File: src/design/bbram_ram.sv
module bbram_ram #(
	parameter int unsigned WIDTH = 8,
	parameter int unsigned DEPTH = 16
) (
	input  logic                                       clk,
	input  logic                                       we,
	input  logic [((DEPTH > 1) ? $clog2(DEPTH) : 1)-1:0] waddr,
	input  logic [WIDTH-1:0]                           wdata,
	input  logic [((DEPTH > 1) ? $clog2(DEPTH) : 1)-1:0] raddr,
	output logic [WIDTH-1:0]                           rdata
);

	logic [WIDTH-1:0] mem [DEPTH];

	always_ff @(posedge clk) begin
		if (we) begin
			mem[waddr] <= wdata;
		end
		rdata <= mem[raddr];
	end

endmodule

File: config.mk
export PLATFORM = sky130hd
export DESIGN_NAME = bbram_ram
export DESIGN_NICKNAME = d
export VERILOG_FILES = /design/src/design/bbram_ram.sv
export SDC_FILE = /design/constraint.sdc
export NUM_CORES = 1
export LEC_CHECK = 0
export BUFFER_PORTS_ARGS = -buffer_cell sky130_fd_sc_hd__buf_2
export CAP_MARGIN = 20
export CORE_MARGIN = 4
export CORE_UTILIZATION = 50
export CTS_CLUSTER_DIAMETER = 80
export CTS_CLUSTER_SIZE = 10
export DETAILED_ROUTE_END_ITERATION = 12
export PLACE_DENSITY = 0.74
export SYNTH_ARGS = -nofsm -noshare
export SYNTH_HDL_FRONTEND = slang
export SYNTH_SLANG_ARGS = --single-unit
File: constraint.sdc
create_clock -name clk -period 3.9 [get_ports clk]
set_input_delay 0.39 -clock clk [delete_from_list [all_inputs] [get_ports clk]]
set_output_delay 0.39 -clock clk [all_outputs]
set_load 0.02 [all_outputs]
-- Yosys cells after proc, flatten, opt, wreduce, memory -nomap -nowiden
Memories as Yosys holds them, arrays and structs flattened. A register that Yosys moved wholly into a read port is not among the register bits.
Cells that the tools add are included.
- bits in latches: 0
- input bits: 18
- RAM bits: 128
- bits in registers: 0
- bits in read-only memories: 0
- memories kept: 1
- output and inout port bits: 8
- div/mod/pow operators: 0
- magnitude comparators: 0
- shifts and indexed selects: 0
- bitwise logic cells: 0
- add/subtract/negate cells: 0
- eq/ne operators: 0
- reductions and logical operators: 0
- multipliers: 0
- multiplexer cells: 2
- memory list (memory ; depth ; width ; read ports ; clocked after Yosys merged registers in ; wr ports ; RTL line ; source):
    mem ; 16 ; 8 ; 1 ; 1 ; 1 ; 13 ; logic [WIDTH-1:0] mem [DEPTH];
- operators by type and width (kind ; count):
    $mux 1 ; 2

-- Logic depth before layout (Yosys ltp)
- depth after elaboration: 2
- gate-level depth with buffers: 5
- gate-level depth less buffers: 3

-- Least setup slack after synthesis
No wires, ideal clock.
- path type: input to register
- from: input port waddr[2] in the netlist's numbering
- to: memory mem[0][0] (enable)
- setup time: 0.383 ns
- stages: 2
- arrival: 1.500 ns
- path buffers: 0
- path slack: 2.017 ns
- required time: 3.517 ns
- path through: or3b_2 > nor3_1
- RTL lines (item ; RTL line ; source):
    from (decl) ; 7 ; input logic [((DEPTH > 1) ? $clog2(DEPTH) : 1)-1:0] waddr,
    to (decl) ; 13 ;
No word-level cell before the write port.

==> impl_metrics.yaml <==
cts:
  root_buffer: "clkbuf_8"
  cts_tree: "built"
  cts-resized-gates: 0
  hold_buffers: 0
  clk_pin_slew_ps: 60
  clockBufferDepth: 2
  cts_buffers: 17
  clk-insertion-delay-late_ps: 510
  htree_levels: 4
  cts_setup_buffers: 0
  cts_sinks: 136
power:
  p_leak_nw: 2.03
  vdd_drop_max_v: 0.000478
  pwr-share-seq_pct: 47.2
  p_comb_share_pct: 4.4
  swShare_pct: 19.6
  p_per_area_nw_per_um2: 577
  power.net_switching_w: 0.000682
  power.share.clock_pct: 48.4
  p_int_w: 0.00280
  post-layout-total-power_w: 0.00348
synth:
  ys_ff_latch: 136
  synthArstFlopShare_pct: 0
  yosysMostFrequentCell: "edfxtp_1"
  synth_edf_count: 128
  synth_flop_cell: "edfxtp_1"
  yosysTopAreaCellShare_pct: 74.7
  synthCells: 229
  synthTopCellsByCount: "edfxtp_1 (128), mux4_2 (18), a22oi_1 (16), mux4_1 (14), nor2_1 (13)"
  syn-cell-area_um2: 5150
  synth.largest_area_cell: "edfxtp_1"
  ys_seq_area_share_pct: 77.8
  synth_area_leaders: "edfxtp_1 (75%), mux4_2 (7.9%), mux4_1 (7.1%)"
  syn_area_per_cell_um2: 22.5
  synth_cell_type_count: 19
  syn-num-nets: 247
  ys_warn_count: 0
floorplanning:
  core_area_um2: 9910
  rows: 36
  ioPinCount: 26
  die_w_um: 109
  initial_core_util_pct: 51.9
  die_h_um: 109
  dieArea_um2: 12000
routing:
  dr.pass1.iters: 5
  ant_nets: 0
  wl_mm: 9.30
  wl_per_cell_um: 22.5
  via_per_inst: 5.69
  drt_iter0_drc: 132
  drc: 0
  via_count: 2355
sta:
  hold_viol: 0
  rsz0062_at_grt: "no"
  slew_headroom_pct: 35.2
  setup_violations: 0
  final.setup_skew_ps: 8.83
  post-route-period-util_pct: 40.2
  worst_slack_ps: 2330
  slew_violations: 0
  hold_slack_ps: 250
  tns_ps: 0
  worstMarginPinSlew_ps: 969
  fmax_ghz: 0.638
  period_minus_slack_ps: 1570
worst_setup_path:
  crit_fanout: 22
  start_kind: "input pin"
  cp_slowest_cell: "mux4_1"
  end_kind: "flop"
  crit_chain: "buf_2, buf_12, mux4_1, a22oi_1, nand2_1"
  max_stage_delay_ps: 580
  crit_required_ps: 4300
  crit_type: "in2reg"
  cp.arrival_ps: 1970
place:
  dpl.cell_count: 381
  dp_hpwl_mm: 5.71
  dp_slack_ps: 1480
  place.gp.congestion: 0.767
  portBuffers: 25
run_status:
  status: "finished clean"
grt:
  grt_max_degree: 33
  grt_pass1_wl_mm: 14.1
  overflow: 0
  grt_pass1_vias: 2448
  antenna_found_initial: 0
  track_usage_pct: 17.0
layout:
  antennaDiodeCount: 0
  final_cells: 414
  drive_gt1_share_pct: 28.8
  area_delta_synth_final_pct: 17.3
  final_nets: 286
min_path:
  hp-class: "in2reg"
job:
  drv_cap: 0
[logic make-up after synthesis]
| logic type | after synthesis | synth area share, % |
|---|---|---|
| AO/OA/AOI/OAI | 16 | 2.33 |
| flip-flops | 136 | 77.8 |
| multiplexers | 32 | 15.0 |
| buffers and inverters | 10 | 1.68 |
| AND/OR/NAND/NOR | 35 | 3.18 |
[sequential cells by signal (all words and copies together) (netlist names)]
register,cells
mem,128
rdata,8
[worst paths after layout]
path / from / endpoint / slack [ps] / depth (start not counted)
worst max-delay path: raddr[0] / rdata[1]$_DFF_P_ / 2330 / 5
worst min-delay path: wdata[0] / mem[14][0]$_DFFE_PP_ / 250 / 1
worst max register to register: mem[9][4]$_DFFE_PP_ / rdata[4]$_DFF_P_ / 2550 / 3
worst min register to register: mem[11][1]$_DFFE_PP_ / rdata[1]$_DFF_P_ / 670 / 3
[layout by cell type (no fill, tap or decap), types with 2 or more instances in the layout]
cell | netlist | routed
edfxtp_1 | 128 | 128
bufinv_16 | 0 | 5
buf_2 | 3 | 26
clkinvlp_4 | 0 | 2
mux4_1 | 14 | 14
buf_4 | 1 | 3
clkinv_2 | 0 | 3
nand3b_1 | 2 | 2
dfxtp_1 | 8 | 8
clkinv_4 | 0 | 3
mux4_2 | 18 | 18
nand2b_1 | 2 | 2
a22oi_1 | 16 | 16
clkbuf_16 | 0 | 16
nor2_1 | 13 | 13
inv_6 | 0 | 2
nor3_1 | 4 | 4
nand2_1 | 9 | 9
[power groups by stage]
stage | registers [W] | logic [W] | clock network (W)
floorplan | 0.00168 | 0.0000829 | 0
global placement | 0.00167 | 0.000148 | 0
detailed placement | 0.00167 | 0.000153 | 0
CTS | 0.00164 | 0.000153 | 0.00171
global route | 0.00165 | 0.000165 | 0.00177
finish | 0.00164 | 0.000152 | 0.00168
[worst max-delay path, delay by kind of cell]
kind                   cells  cell delay (ps)
AOI/OAI and AO/OA          1              290
buffers and inverters      2              610
muxes                      1              580
and+or+nand+nor            1               80
[through the flow]
step | utilization (%) | instance area (µm²)
after floorplan | - | 5150
after global placement | 54.2 | 5380
after detailed placement | 54.3 | 5380
after CTS | 60.7 | 6020
after global routing | 60.9 | 6040
final | 60.9 | 6040
[per-layer routing]
| layer | vias to the layer above | routed length, µm | global-route usage [%] |
|---|---|---|---|
| met5 | - | 0 | 0 |
| met4 | 0 | 74 | 5.88 |
| met3 | 9 | 462 | 4.93 |
| met2 | 65 | 4690 | 27.1 |
| met1 | 1224 | 4070 | 22.7 |
| li1 | 1057 | - | - |
[cell type report]
type	count	area, µm²
Sequential cell	136	4000
Fill cell	710	3870
Multi-Input combinational cell	83	1060
Clock buffer	17	414
Clock inverter	15	224
Timing Repair Buffer	30	173
Tap cell	133	166
No activity file was read; power rests on OpenSTA's default activity.
