<file path="src/design/bbram_pkg.sv">
package bbram_pkg;

	localparam int unsigned MEM_BYTES_DEF = 65536;
	// result queue depth, also the bound on words in flight
	localparam int unsigned RES_QDEPTH = 8;

	typedef enum logic [2:0] {
		FUNC_RD8  = 3'd0,
		FUNC_RD16 = 3'd1,
		FUNC_RD32 = 3'd2,
		FUNC_WR8  = 3'd3,
		FUNC_WR16 = 3'd4,
		FUNC_WR32 = 3'd5
	} func_t;

	typedef struct packed {
		logic [31:0] read_data;
		logic        ok;
	} result_t;

	// row address width of one byte-lane bank
	function automatic int unsigned row_width(input int unsigned bytes);
		int unsigned rows;
		rows = (bytes + 3) >> 2;
		return (rows > 1) ? $clog2(rows) : 1;
	endfunction

endpackage

</file>
<file path="src/design/bbram_fifo.sv">
module bbram_fifo import bbram_pkg::*; #(
	parameter int unsigned DEPTH = RES_QDEPTH
) (
	input  logic    clk,
	input  logic    arst_n,
	input  logic    push,
	input  result_t push_data,
	input  logic    pop,
	output logic    head_valid,
	output result_t head_data
);

	localparam int unsigned PW = (DEPTH > 1) ? $clog2(DEPTH) : 1;
	localparam int unsigned CW = $clog2(DEPTH + 1);

	result_t        slot_q [DEPTH];
	logic [PW-1:0]  wptr_q;
	logic [PW-1:0]  rptr_q;
	logic [CW-1:0]  count_q;
	logic           do_pop;

	assign head_valid = (count_q != '0);
	assign head_data  = slot_q[rptr_q];
	assign do_pop     = pop && head_valid;

	always_ff @(posedge clk) begin
		if (push) begin
			slot_q[wptr_q] <= push_data;
		end
	end

	always_ff @(posedge clk or negedge arst_n) begin
		if (!arst_n) begin
			wptr_q  <= '0;
			rptr_q  <= '0;
			count_q <= '0;
		end else begin
			if (push) begin
				wptr_q <= (wptr_q == PW'(DEPTH - 1)) ? '0 : wptr_q + 1'b1;
			end
			if (do_pop) begin
				rptr_q <= (rptr_q == PW'(DEPTH - 1)) ? '0 : rptr_q + 1'b1;
			end
			count_q <= count_q + CW'(push) - CW'(do_pop);
		end
	end

endmodule

</file>
<file path="config.mk">
export PLATFORM = sky130hd
export DESIGN_NAME = bbram_fifo
export DESIGN_NICKNAME = d
export VERILOG_FILES = /design/src/design/bbram_pkg.sv /design/src/design/bbram_fifo.sv
export SDC_FILE = /design/constraint.sdc
export NUM_CORES = 1
export LEC_CHECK = 0
export BUFFER_PORTS_ARGS = -buffer_cell sky130_fd_sc_hd__buf_2
export CORE_MARGIN = 3
export CORE_UTILIZATION = 45
export CTS_BUF_LIST = sky130_fd_sc_hd__clkbuf_4
export DETAILED_ROUTE_END_ITERATION = 16
export GPL_TIMING_DRIVEN = 0
export SYNTH_ARGS = -nofsm -noshare
export SYNTH_HDL_FRONTEND = slang
export SYNTH_SLANG_ARGS = --single-unit
</file>
<file path="constraint.sdc">
create_clock -name clk -period 3.5 [get_ports clk]
set_clock_uncertainty 0.2 [all_clocks]
set_input_delay 0.7 -clock clk [delete_from_list [all_inputs] [get_ports clk]]
set_output_delay 0.7 -clock clk [all_outputs]
set_load 0.01 [all_outputs]
</file>
# [Word-level counts from Yosys, hierarchy flattened]
# Memory sizes are Yosys's and may differ from the RTL's.
# Index checks and enable logic that the tools add are counted.
[totals] reg_bits=10 ram_bits=264 input_bits=37 output_inout_bits=34 wordCells=16 memories=1
[classes] addsub=4 n_eq_ne=2 n_mux=4 n_reduce_logical=2
[memory_table] name="slot_q" depth=8 word_bits=33 read_ports=1 rd_ports_with_merged_regs=0 wr=1 line_no="bbram_fifo.sv:16" rtl="result_t slot_q [DEPTH];"
[ops] op="3-bit by 1-bit adder with 3-bit output, second input constant" count=2
[ops] op="3-bit == test, second input constant" count=2
[ops] op="3-bit two-way mux" count=2
[ops] op="4-bit by 1-bit adder with 4-bit output" count=1
[ops] op="4-bit nonzero test" count=1
[ops] op="4-bit by 1-bit subtractor with 4-bit output" count=1
[ops] op="1-bit two-way mux" count=2
[ops] op="1-bit logical AND" count=1

# [Logic depth before layout (Yosys ltp)]
# Gate-level depths: netlist of the first run.
[logic_depth] word_depth=3 mapped_depth=11 mapped_depth_nobuf=11

# [Least setup slack after synthesis of the first run]
# Ideal clock, no wire load.
[synth_timing] kind="input port to flip-flop" start="in push" end="mem slot_q[0][0] (netlist bit) (enable)" setup_ns=0.464 arrival_time_ns=3.068 required_time_ns=2.836 setup_slack_ns=-0.232 stages=2 path_buffers=0 path_cell_list="nand2b_1 -> nor3_1"
[synth_between] elab_chain_len=2
[synth_lines] item="from (decl)" line_no="bbram_fifo.sv:6" rtl="input logic push,"
[synth_lines] item="1-bit two-way mux" line_no="bbram_fifo.sv:27" rtl="if (push) begin"
[synth_lines] item="1-bit two-way mux (implied by the code)" line_no="bbram_fifo.sv:28" rtl="slot_q[wptr_q] <= push_data;"
[synth_lines] item="to (decl)" line_no="bbram_fifo.sv:16"
# Every way passes these cells.

==> results of run 1 <==
worst max-delay path by stage:
stage,startpoint,to,slack (ps),cells past startpoint
floorplan,push,slot_q[1][0],650,2
global placement,push,slot_q[2][20],-1160,3
detailed placement,rptr_q[1],head_data[13],630,4
CTS,rptr_q[2],head_data[13],2,5
global route,rptr_q[2],head_data[28],-0.3,5
finish,rptr_q[2],head_data[28],110,4
registers in the layout, indices dropped and copies added, names as in the netlist:
signal and cells:
count_q 4, rptr_q 3, wptr_q 3, slot_q 264
cells in the mapped netlist (2+ instances only):
master,count
mux2_4,18
nand2b_1,2
mux4_2,59
buf_2,8
nor3_1,2
inv_1,7
nor2_1,8
buf_1,2
clkbuf_1,4
mux2_2,19
ha_1,9
nand2_1,4
buf_12,2
edfxtp_1,264
xor2_1,2
dfrtp_1,10
mux4_1,7
routing by layer:
metal / vias up / global-route usage (%) / part of all wire [%]
li1: 2200 / - / -
met1: 2590 / 21.0 / 42
met2: 126 / 28.2 / 52
met3: 33 / 4.50 / 4.9
met4: 2 / 4.74 / 1.5
met5: - / 0 / 0.064
placed cells by master (no fill, tap or decap), drive strengths merged, types with 2 or more instances in the layout:
| cell | Yosys | routed |
|---|---|---|
| edfxtp | 264 | 264 |
| clkbuf | 5 | 102 |
| buf | 14 | 91 |
| mux4 | 66 | 66 |
| mux2 | 38 | 38 |
| clkinv | 0 | 13 |
| dfrtp | 10 | 10 |
| inv | 8 | 10 |
| ha | 9 | 9 |
| nor2 | 8 | 8 |
| nand2 | 4 | 4 |
| xor2 | 2 | 2 |
| nand2b | 2 | 2 |
| nor3 | 2 | 2 |
| bufinv | 0 | 2 |
stage by stage:
step | setup TNS (ps) | setup WS [ps] | utilization (%) | hold slack (ps)
6_report | 0 | 112 | 54.6 | 133
5_1_grt | -0.305 | -0.305 | 54.6 | 103
4_1_cts | 0 | 2.47 | 54.5 | 76.9
3_5_place_dp | 0 | 635 | 50.8 | 346
3_3_place_gp | -260200 | -1160 | 49.6 | 338
2_1_floorplan | 0 | 652 | - | 204
worst max-delay path, cell delays in order, from the launching register on:
cell,delay (ps)
dfrtp_1,410
buf_1,610
mux4_2,410
mux2_4,290
buf_2,140
cell type report:
class | instances | area [µm²] | area share [%]
Sequential cell | 274 | 8180 | 65.4
Multi-Input combinational cell | 138 | 2330 | 18.7
Clock buffer | 94 | 706 | 5.64
Timing Repair Buffer | 82 | 591 | 4.72
Tap cell | 313 | 392 | 3.13
Buffer | 19 | 158 | 1.26
Clock inverter | 17 | 119 | 0.950
Inverter | 8 | 30.0 | 0.240
Antenna cell | 1 | 2.50 | 0.0200
timing repair:
action,CTS,global route
cloned,0,0
gates resized for setup,4,6
hold buffers,1,0
hold endpoints to repair,10,0
setup endpoints to repair,3,22
buffers inserted,0,0
cell families after synthesis:
| kind of cell | count (synthesis) | synth area share, % |
|---|---|---|
| flops | 274 | 77.1 |
| mux | 104 | 18.9 |
| buf+inv | 27 | 1.57 |
| simple gates | 19 | 0.849 |
| fa+ha+maj | 10 | 1.25 |
| compound gates | 3 | 0.165 |
| xor+xnor | 2 | 0.165 |
power groups by stage:
stage,logic [µW],clock network [µW],registers (µW)
3_3_place_gp,3310,0,4330
2_1_floorplan,2340,0,4290
5_1_grt,3760,2810,4300
3_5_place_dp,3550,0,4330
6_report,3470,2540,4260
4_1_cts,3560,2630,4260
==> key figures, run 1 <==
Status
  – Status: complete, no violations

Pwr
  – Lkg Pwr: 0.00432 µW
  – Internal power: 7260 µW
  – Switching share of power: 29.3%
  – Logic pwr share: 33.8%
  – Pwr Total: 10300 µW
  – Worst vdd ir: 0.573 mV
  – Power share of the clock group: 24.8%
  – P_sw: 3000 µW
  – Flop pwr share: 41.5%
  – P per Cell Area: 821 nW/µm²

Drt
  – Via/cell ratio: 5.23
  – Pre-antenna DRT Iters: 4
  – WL final: 20400 µm
  – DR WL/cell: 21.6 µm
  – Via count: 4951
  – DRC: 0
  – Number of DRC markers in iteration 0: 288
  – Antenna-violating nets left: 0

Synthesis
  – Syn Inst Count: 439
  – Distinct cells, synth: 29
  – FF+latch count, synth: 274
  – Syn_nets: 486
  – Ys async rst share: 3.65%
  – Mapped cell area: 10600 µm²
  – Ys Warns: 0
  – Avg Inst Size Synth: 24.2 µm²
  – Post-synth EDFFs: 264
  – Most area-consuming cells after synthesis: edfxtp_1, mux4_2, mux2_4, dfrtp_1, mux2_2
  – Yosys top cell by area: edfxtp_1
  – Synth top area share: 74.7%
  – Sequential area share after synthesis: 77.1%
  – Ys flop type: edfxtp_1

Worst setup path
  – R2R Path End: count_q[2]
  – Crit path capture type: primary output
  – WS Path Type: reg2out
  – Crit path DAT: 2490 ps
  – R2R Setup Slk: 940 ps
  – Critical Path RT: 2600 ps
  – Reg2reg path depth: 10
  – CP startpoint kind: register
  – Reg2reg start: count_q[2]
  – Worst Path Max Fanout: 10

Floorplan
  – Chip height: 160 µm
  – Row Count: 55
  – Die Area: 25500 µm²
  – Die width: 160 µm
  – Num ports: 71
  – Area of the core: 22900 µm²
  – Starting Density: 46.3%

Final layout
  – Layout cells sized above 1: 47.6%
  – Fin area: 12500 µm²
  – Final std cells w/o fill: 946
  – Filler cells: 1754
  – Fin nets: 638
  – Area Overhead vs Synth: 17.9%

Timing
  – Time the worst path needs with I/O delays and setup: 3390 ps
  – Max-slew violations: 0
  – Final setup violation count: 0
  – Final hold violations: 0
  – Worst-Margin Slew: 887 ps
  – Fmax: 0.295 GHz
  – Relative slew margins: 40.8%
  – Tcrit/Tclk final: 96.8%

Clocking
  – Worst-Skew Late Latency: 610 ps
  – Clk slew on worst S/H paths: 70 ps
  – Clock buffer depth: 3
  – CTS tree: done
  – Cts bufs inserted: 68
  – H-tree depth: 3
  – CTS root buffer: clkbuf_4
  – Clock Sinks: 274

Placement
  – Placed cells: 833
  – Post-place instance area: 11600 µm²
  – Routability cong.: 0.689
  – I/O Buffers: 70
  – DP HPWL: 12400 µm

Worst hold path
  – Hold WC Path Type: in2reg
  – Hold path depth: 1
  – Worst hold start: push_data[18]
  – Hold EP: slot_q[7][18]

Global routing
  – Global-route wire length before repair: 31700 µm
  – Vias in the first global route: 5651
  – Overflow after GRT: 0
  – Largest net degree at the start of global routing: 22
  – Initial antenna violation count: 2
  – All-Layer GR Usage: 16.5%

Run
  – Max Cap Viol: 0
No activity file was read; power rests on OpenSTA's default activity.
==> run 2: changes to the inputs <==
--- a/config.mk
+++ b/config.mk
@@ -5,12 +5,12 @@
 export SDC_FILE = /design/constraint.sdc
 export NUM_CORES = 1
 export LEC_CHECK = 0
+export ABC_AREA = 1
 export BUFFER_PORTS_ARGS = -buffer_cell sky130_fd_sc_hd__buf_2
-export CORE_MARGIN = 3
+export CORE_MARGIN = 8
 export CORE_UTILIZATION = 45
 export CTS_BUF_LIST = sky130_fd_sc_hd__clkbuf_4
 export DETAILED_ROUTE_END_ITERATION = 16
-export GPL_TIMING_DRIVEN = 0
 export SYNTH_ARGS = -nofsm -noshare
 export SYNTH_HDL_FRONTEND = slang
 export SYNTH_SLANG_ARGS = --single-unit
==> run 2 against run 1 <==
Sequential power shrank 2%. Clock-buffer cell count grew 17. Combinational power grew 10%. Synthesized cell count grew to 2.8 times the previous value. Cell area grew 11%. Register-to-register slack gained 240 ps. Critical path depth grew 4. Synthesized area grew 14%. Die area grew 27%. Largest power group unchanged.
==> key figures, run 2 <==
Drt
  – Pre-antenna DRT Iters: 5 (+1)
  – Via/cell ratio: 4.67 (-11%)
  – WL final: 26200 µm (+28%)
  – Via count: 8048 (+63%)
  – DR WL/cell: 15.2 µm (-29%)
  – DRC: 0 (unchanged)
  – Number of DRC markers in iteration 0: 560 (+94%)
  – Antenna-violating nets left: 0 (unchanged)

Timing
  – Final setup TNS: 0 ps (unchanged)
  – Worst-Margin Slew: 654 ps (-232 ps)
  – Fmax: 0.309 GHz (+4.6%)
  – Tcrit/Tclk final: 92.5% (-4.3 points)
  – Final setup violation count: 0 (unchanged)
  – RSZ-0062 raised after global routing: false
  – Max-slew violations: 0 (unchanged)
  – Final hold violations: 0 (unchanged)
  – Relative slew margins: 56.4% (+16 points)
  – Time the worst path needs with I/O delays and setup: 3240 ps (-149 ps)

Final layout
  – Layout cells sized above 1: 16.3% (-31 points)
  – Biggest regs: slot_q: 264 flops, count_q: 4 flops
  – Fin area: 13900 µm² (+11%)
  – Commonest non-fill, non-tap cell in the layout: nand2_1
  – Area Overhead vs Synth: 14.8%
  – Top reg by flops: slot_q
  – Fin nets: 1377 (+120%)
  – Flip-flop count of the largest register after layout: 264 (unchanged)
  – Commonest non-fill, non-tap cells in the layout: nand2_1, inv_1, edfxtp_1

Synthesis
  – Post-synth EDFFs: 264 (unchanged)
  – Yosys top cell by area: edfxtp_1
  – Synth top area share: 65.5% (-9.2 points)
  – Distinct cells, synth: 19 (-34%)
  – Ys async rst share: 3.65% (unchanged)
  – Ys Warns: 0 (unchanged)
  – Commonest cells post-synth: nand2_1, inv_1, edfxtp_1
  – FF+latch count, synth: 274 (unchanged)
  – Sequential area share after synthesis: 67.6% (-9.5 points)
  – Most area-consuming cells after synthesis: edfxtp_1, nand2_1, inv_1, nand3_1, dfrtp_1
  – Mapped cell area: 12100 µm² (+14%)
  – Syn Inst Count: 1211 (+180%)
  – Avg Inst Size Synth: 9.99 µm² (-59%)
  – Syn_nets: 1258 (+160%)
  – Ys flop type: edfxtp_1
  – Top-count cell post-synth: nand2_1

Worst setup path
  – Crit path DAT: 2340 ps (-150 ps)
  – CP startpoint kind: register
  – Crit path largest cell delay: 500 ps (-110 ps)
  – CP cell instances: inv_4 > buf_4 > nand2_1 > nand3_1 > nand2_1 > nand2_1 > nand2_1 > buf_2
  – R2R Setup Slk: 1180 ps (+240 ps)
  – Crit path capture type: primary output
  – Slowest stage cell, crit path: dfrtp_4
  – Worst Path Max Fanout: 41 (+31)
  – Critical Path RT: 2600 ps (about the same)
  – WS Path Type: reg2out
  – Most used cell, CP: nand2_1

Worst hold path
  – Hold WC Path Type: in2reg

Clocking
  – H-tree depth: 3 (unchanged)
  – Clock Sinks: 274 (unchanged)
  – Clk slew on worst S/H paths: 70 ps (about the same)
  – Post-CTS setup buffer count: 0 (unchanged)
  – Clock buffer depth: 3 (unchanged)
  – Worst-Skew Late Latency: 640 ps (+30 ps)
  – CTS root buffer: clkbuf_4
  – Cts bufs inserted: 72 (+5.9%)
  – CTS tree: done

Global routing
  – Initial antenna violation count: 3 (+1)
  – Global-route wire length before repair: 42200 µm (+33%)
  – Met1 Usage GRT: 20.5% (-0.48 points)
  – Vias in the first global route: 8029 (+42%)
  – Met3 Track Usage GR: 4.25% (-0.25 points)
  – Met2 Use GR: 27.0% (-1.2 points)
  – Largest net degree at the start of global routing: 135 (+510%)
  – GR peak layer: met2
  – All-Layer GR Usage: 16.4% (-0.17 points)
  – Overflow after GRT: 0 (unchanged)

Placement
  – DP HPWL: 14500 µm (+17%)
  – Routability cong.: 0.748 (+8.5%)
  – I/O Buffers: 70 (unchanged)
  – Post-place instance area: 12900 µm² (+11%)

Pwr
  – P_sw: 3950 µW (+31%)
  – Worst vdd ir: 0.623 mV (+8.9%)
  – P per Cell Area: 778 nW/µm² (-5.2%)
  – Flop pwr share: 38.5% (-3.0 points)
  – Logic pwr share: 35.4% (+1.6 points)
  – Lkg Pwr: 0.00656 µW (+52%)
  – Power share of the clock group: 26.1% (+1.3 points)
  – Switching share of power: 36.6% (+7.3 points)
  – Internal power: 6850 µW (-5.7%)

Floorplan
  – Num ports: 71 (unchanged)
  – Chip height: 180 µm (+13%)
  – Area of the core: 26700 µm² (+16%)
  – Starting Density: 45.4% (-0.92 points)
  – Die width: 180 µm (+13%)
  – Row Count: 60 (+9.1%)
  – Die Area: 32400 µm² (+27%)

Status
  – Status: complete, no violations

Run
  – Max Cap Viol: 0 (unchanged)
==> run 2: metal layers <==
layer  vias up  share of wire [%]
met5         -              0.084
met4         4                1.9
met3        48                5.4
met2       195                 48
met1      3757                 45
li1       4044                  -
==> run 2: power by group through the flow <==
stage | Combinational [µW] | Sequential, µW | Clock (µW)
2_1_floorplan | 2620 | 4180 | 0
3_3_place_gp | 3850 | 4220 | 0
3_5_place_dp | 3890 | 4230 | 0
6_report | 3820 | 4160 | 2820
4_1_cts | 3910 | 4160 | 2910
5_1_grt | 4350 | 4190 | 3070
==> run 2: timing repair <==
| action | in CTS | in global routing |
|---|---|---|
| gates resized for setup | 0 | 0 |
| hold endpoints to repair | 10 | 0 |
| hold buffers | 1 | 0 |
==> run 2: final timing paths <==
path	startpoint	end	cells after the start
setup / recovery	rptr_q[0]	head_data[26]	8
hold / removal	push_data[11]	slot_q[3][11]	1
setup reg to reg	count_q[2]	count_q[2]	10
hold reg to reg	wptr_q[0]	wptr_q[0]	2
max in group asynchronous	arst_n	rptr_q[1]	2
min in group asynchronous	arst_n	rptr_q[0]	2
==> run 2: final cells by class <==
cell class / count / area, µm²
Fill cell: 2406 / 12800
Sequential cell: 274 / 8180
Multi-Input combinational cell: 606 / 2620
Inverter: 280 / 1050
Clock buffer: 111 / 833
Timing Repair Buffer: 96 / 661
Tap cell: 341 / 427
Clock inverter: 13 / 108
Antenna cell: 1 / 2.50
==> run 2: worst max-delay path: cells and delay by family (launching register included) <==
family        cells  cell delay (ps)
simple gates      5              330
buf+inv           3              840
flops             1              500
==> run 2: metrics by stage <==
step                      total power (µW)  util [%]  setup slack [ps]  hold WS (ps)  cells
after global placement                8070      48.5               923           389   1596
after floorplan                       6790         -               671           204   1211
after global routing                 11600      52.1              82.0          71.9   1722
final                                10800      52.1               262           113   1722
after detailed placement              8120      48.5               929           389   1596
after CTS                            11000      52.1               211          41.9   1721
==> run 2: logic make-up after synthesis <==
kind of cell    synth area share (%)
fa+ha+maj                       1.10
xor+xnor                       0.145
compound gates                 0.290
simple gates                    19.6
buf+inv                         11.2
flops                           67.6
==> run 3: changes to the inputs <==
==> constraint.sdc (replaced) <==
create_clock -name clk -period 3.5 [get_ports clk]
set_clock_uncertainty 0.2 [all_clocks]
set_input_delay 0.7 -clock clk [delete_from_list [all_inputs] [get_ports clk]]
set_output_delay 0.7 -clock clk [all_outputs]
set_load 0.05 [all_outputs]
==> run 3 against run 2 <==
Sequential share of layout area did not move. Sequential power rose by 1%. Critical path depth fell by 2. Sequential cell count did not move. Routed wire length rose by 0.52%. Power rose by 10%. Fmax fell by 3.7%. Cell area did not move.
==> key figures, run 3 (synthesis gave the netlist of run 2 again) <==
Pwr
  – P per Cell Area: 856 nW/µm² (+10%)
  – Worst vdd ir: 0.595 mV (-4.5%)
  – Lkg Pwr: 0.00655 µW (-0.28%)

Final layout
  – Area Overhead vs Synth: 14.8% (unchanged)
  – Fin nets: 1378 (+0.073%)
  – Commonest non-fill, non-tap cells in the layout: nand2_1, inv_1, edfxtp_1
  – Biggest regs: slot_q: 264 flops, count_q: 4 flops
  – Fin util: 52.1% (unchanged)
  – Top reg by flops: slot_q
  – Commonest non-fill, non-tap cell in the layout: nand2_1
  – Fin area: 13900 µm² (unchanged)
  – Flip-flop count of the largest register after layout: 264 (unchanged)
  – Final std cells w/o fill: 1718 (-0.23%)
  – Layout cells sized above 1: 16.1% (-0.24 points)

Timing
  – PnR worst setup slack: 137 ps (-125 ps)
  – Final hold violations: 0 (unchanged)
  – Worst-Margin Slew: 582 ps (-72.9 ps)
  – Final setup TNS: 0 ps (unchanged)
  – Fmax: 0.297 GHz (-3.7%)
  – Relative slew margins: 61.1% (+4.8 points)
  – RSZ-0062 raised after global routing: false
  – Max-slew violations: 0 (unchanged)
  – Final setup violation count: 0 (unchanged)
  – Time the worst path needs with I/O delays and setup: 3360 ps (+125 ps)
  – Tcrit/Tclk final: 96.1% (+3.6 points)

Drt
  – Via count: 8011 (-0.46%)
  – DRC: 0 (unchanged)
  – DR WL/cell: 15.4 µm (+0.75%)
  – Pre-antenna DRT Iters: 6 (+1)
  – Via/cell ratio: 4.66 (-0.23%)
  – WL final: 26400 µm (+0.52%)
  – Number of DRC markers in iteration 0: 463 (-17%)
  – Antenna-violating nets left: 0 (unchanged)

Worst setup path
  – Crit path capture type: primary output
  – Most used cell, CP: nand2_1
  – CP cell instances: buf_4 > nand3_1 > nand2_1 > nand2_1 > nand2_1 > buf_2
  – Crit path DAT: 2460 ps (+120 ps)
  – Slowest stage cell, crit path: dfrtp_2
  – Crit path from: rptr_q[1]
  – Crit path largest cell delay: 660 ps (+160 ps)
  – WS Path Type: reg2out
  – CP startpoint kind: register
  – Worst Path Max Fanout: 26 (-37%)
  – R2R Setup Slk: 1180 ps (about the same)
  – Reg2reg start: count_q[2]
  – Critical Path RT: 2600 ps (about the same)

Placement
  – Post-place instance area: 12900 µm² (about the same)
  – I/O Buffers: 70 (unchanged)
  – DP HPWL: 14800 µm (+2.0%)
  – Placement Setup Slack: 735 ps (-194 ps)
  – Routability cong.: 0.736 (-1.6%)
  – Placed cells: 1596 (unchanged)

Run
  – Max Cap Viol: 0 (unchanged)

Clocking
  – Clock Sinks: 274 (unchanged)
  – H-tree depth: 3 (unchanged)
  – Cts bufs inserted: 72 (unchanged)
  – Worst-Skew Late Latency: 640 ps (about the same)
  – Clock buffer depth: 3 (unchanged)
  – CTS root buffer: clkbuf_4
  – CTS tree: done
  – Clk slew on worst S/H paths: 60 ps (about the same)

Worst hold path
  – Hold WC Path Type: in2reg
  – Worst hold start: push_data[7]

Floorplan
  – Area of the core: 26700 µm² (unchanged)
  – Row Count: 60 (unchanged)
  – Die Area: 32400 µm² (unchanged)
  – Num ports: 71 (unchanged)
  – Starting Density: 45.4% (unchanged)
  – Die width: 180 µm (unchanged)
  – Chip height: 180 µm (unchanged)

Global routing
  – Global-route wire length before repair: 42500 µm (+0.90%)
  – Largest net degree at the start of global routing: 65 (-52%)
  – Overflow after GRT: 0 (unchanged)
  – Initial antenna violation count: 2 (-1)
  – All-Layer GR Usage: 16.6% (+0.23 points)
  – Vias in the first global route: 8007 (-0.27%)

Status
  – Status: complete, no violations
run 3: worst paths after layout:
path                                 to  depth (start not counted)
min reg2reg                   wptr_q[2]                          2
max in group asynchronous     rptr_q[0]                          2
min                        slot_q[0][7]                          1
max                        head_data[0]                          6
max reg2reg                  count_q[2]                         10
min in group asynchronous     wptr_q[0]                          2
run 3: per-stage QoR:
stage	power, µW	hold slack (ps)
global placement	9160	391
detailed placement	9210	390
floorplan	7860	204
CTS	12000	41.6
finish	11900	97.3
global route	12700	62.6
run 3: timing repair:
| action | 4_1_cts | 5_1_grt |
|---|---|---|
| hold endpoints to repair | 10 | 0 |
| setup endpoints to repair | 0 | 27 |
| resized for setup | 0 | 2 |
| setup buffers | 0 | 1 |
| hold buffers | 1 | 0 |
run 3: worst max-delay path, delay by kind of cell (launching register included):
family,cells,cell delay [ps]
AND/OR/NAND/NOR,4,420
buffers and inverters,2,730
flip-flops,1,660
run 3: power by group:
part / switching [µW] / leakage (µW) / internal (µW)
logic: 3640 / 0.00349 / 1280
clock network: 1250 / 0.000538 / 1530
registers: 172 / 0.00252 / 4030
run 3: layout make-up:
class	count	area (µm²)
antenna	1	2.50
clock buffer	107	803
clock inverter	12	108
fill	2393	12800
inverter	280	1060
multi-input combinational	606	2620
sequential	274	8180
tap	341	427
timing repair buffer	97	688
run 3: layer usage:
metal	GRT usage (%)	up-vias	wire length (µm)	part of all wire, %
met3	3.87	36	1390	5.3
met5	0	-	8	0.030
met1	21.1	3751	12000	45
met4	5.94	2	379	1.4
li1	-	4030	-	-
met2	27.4	192	12600	48
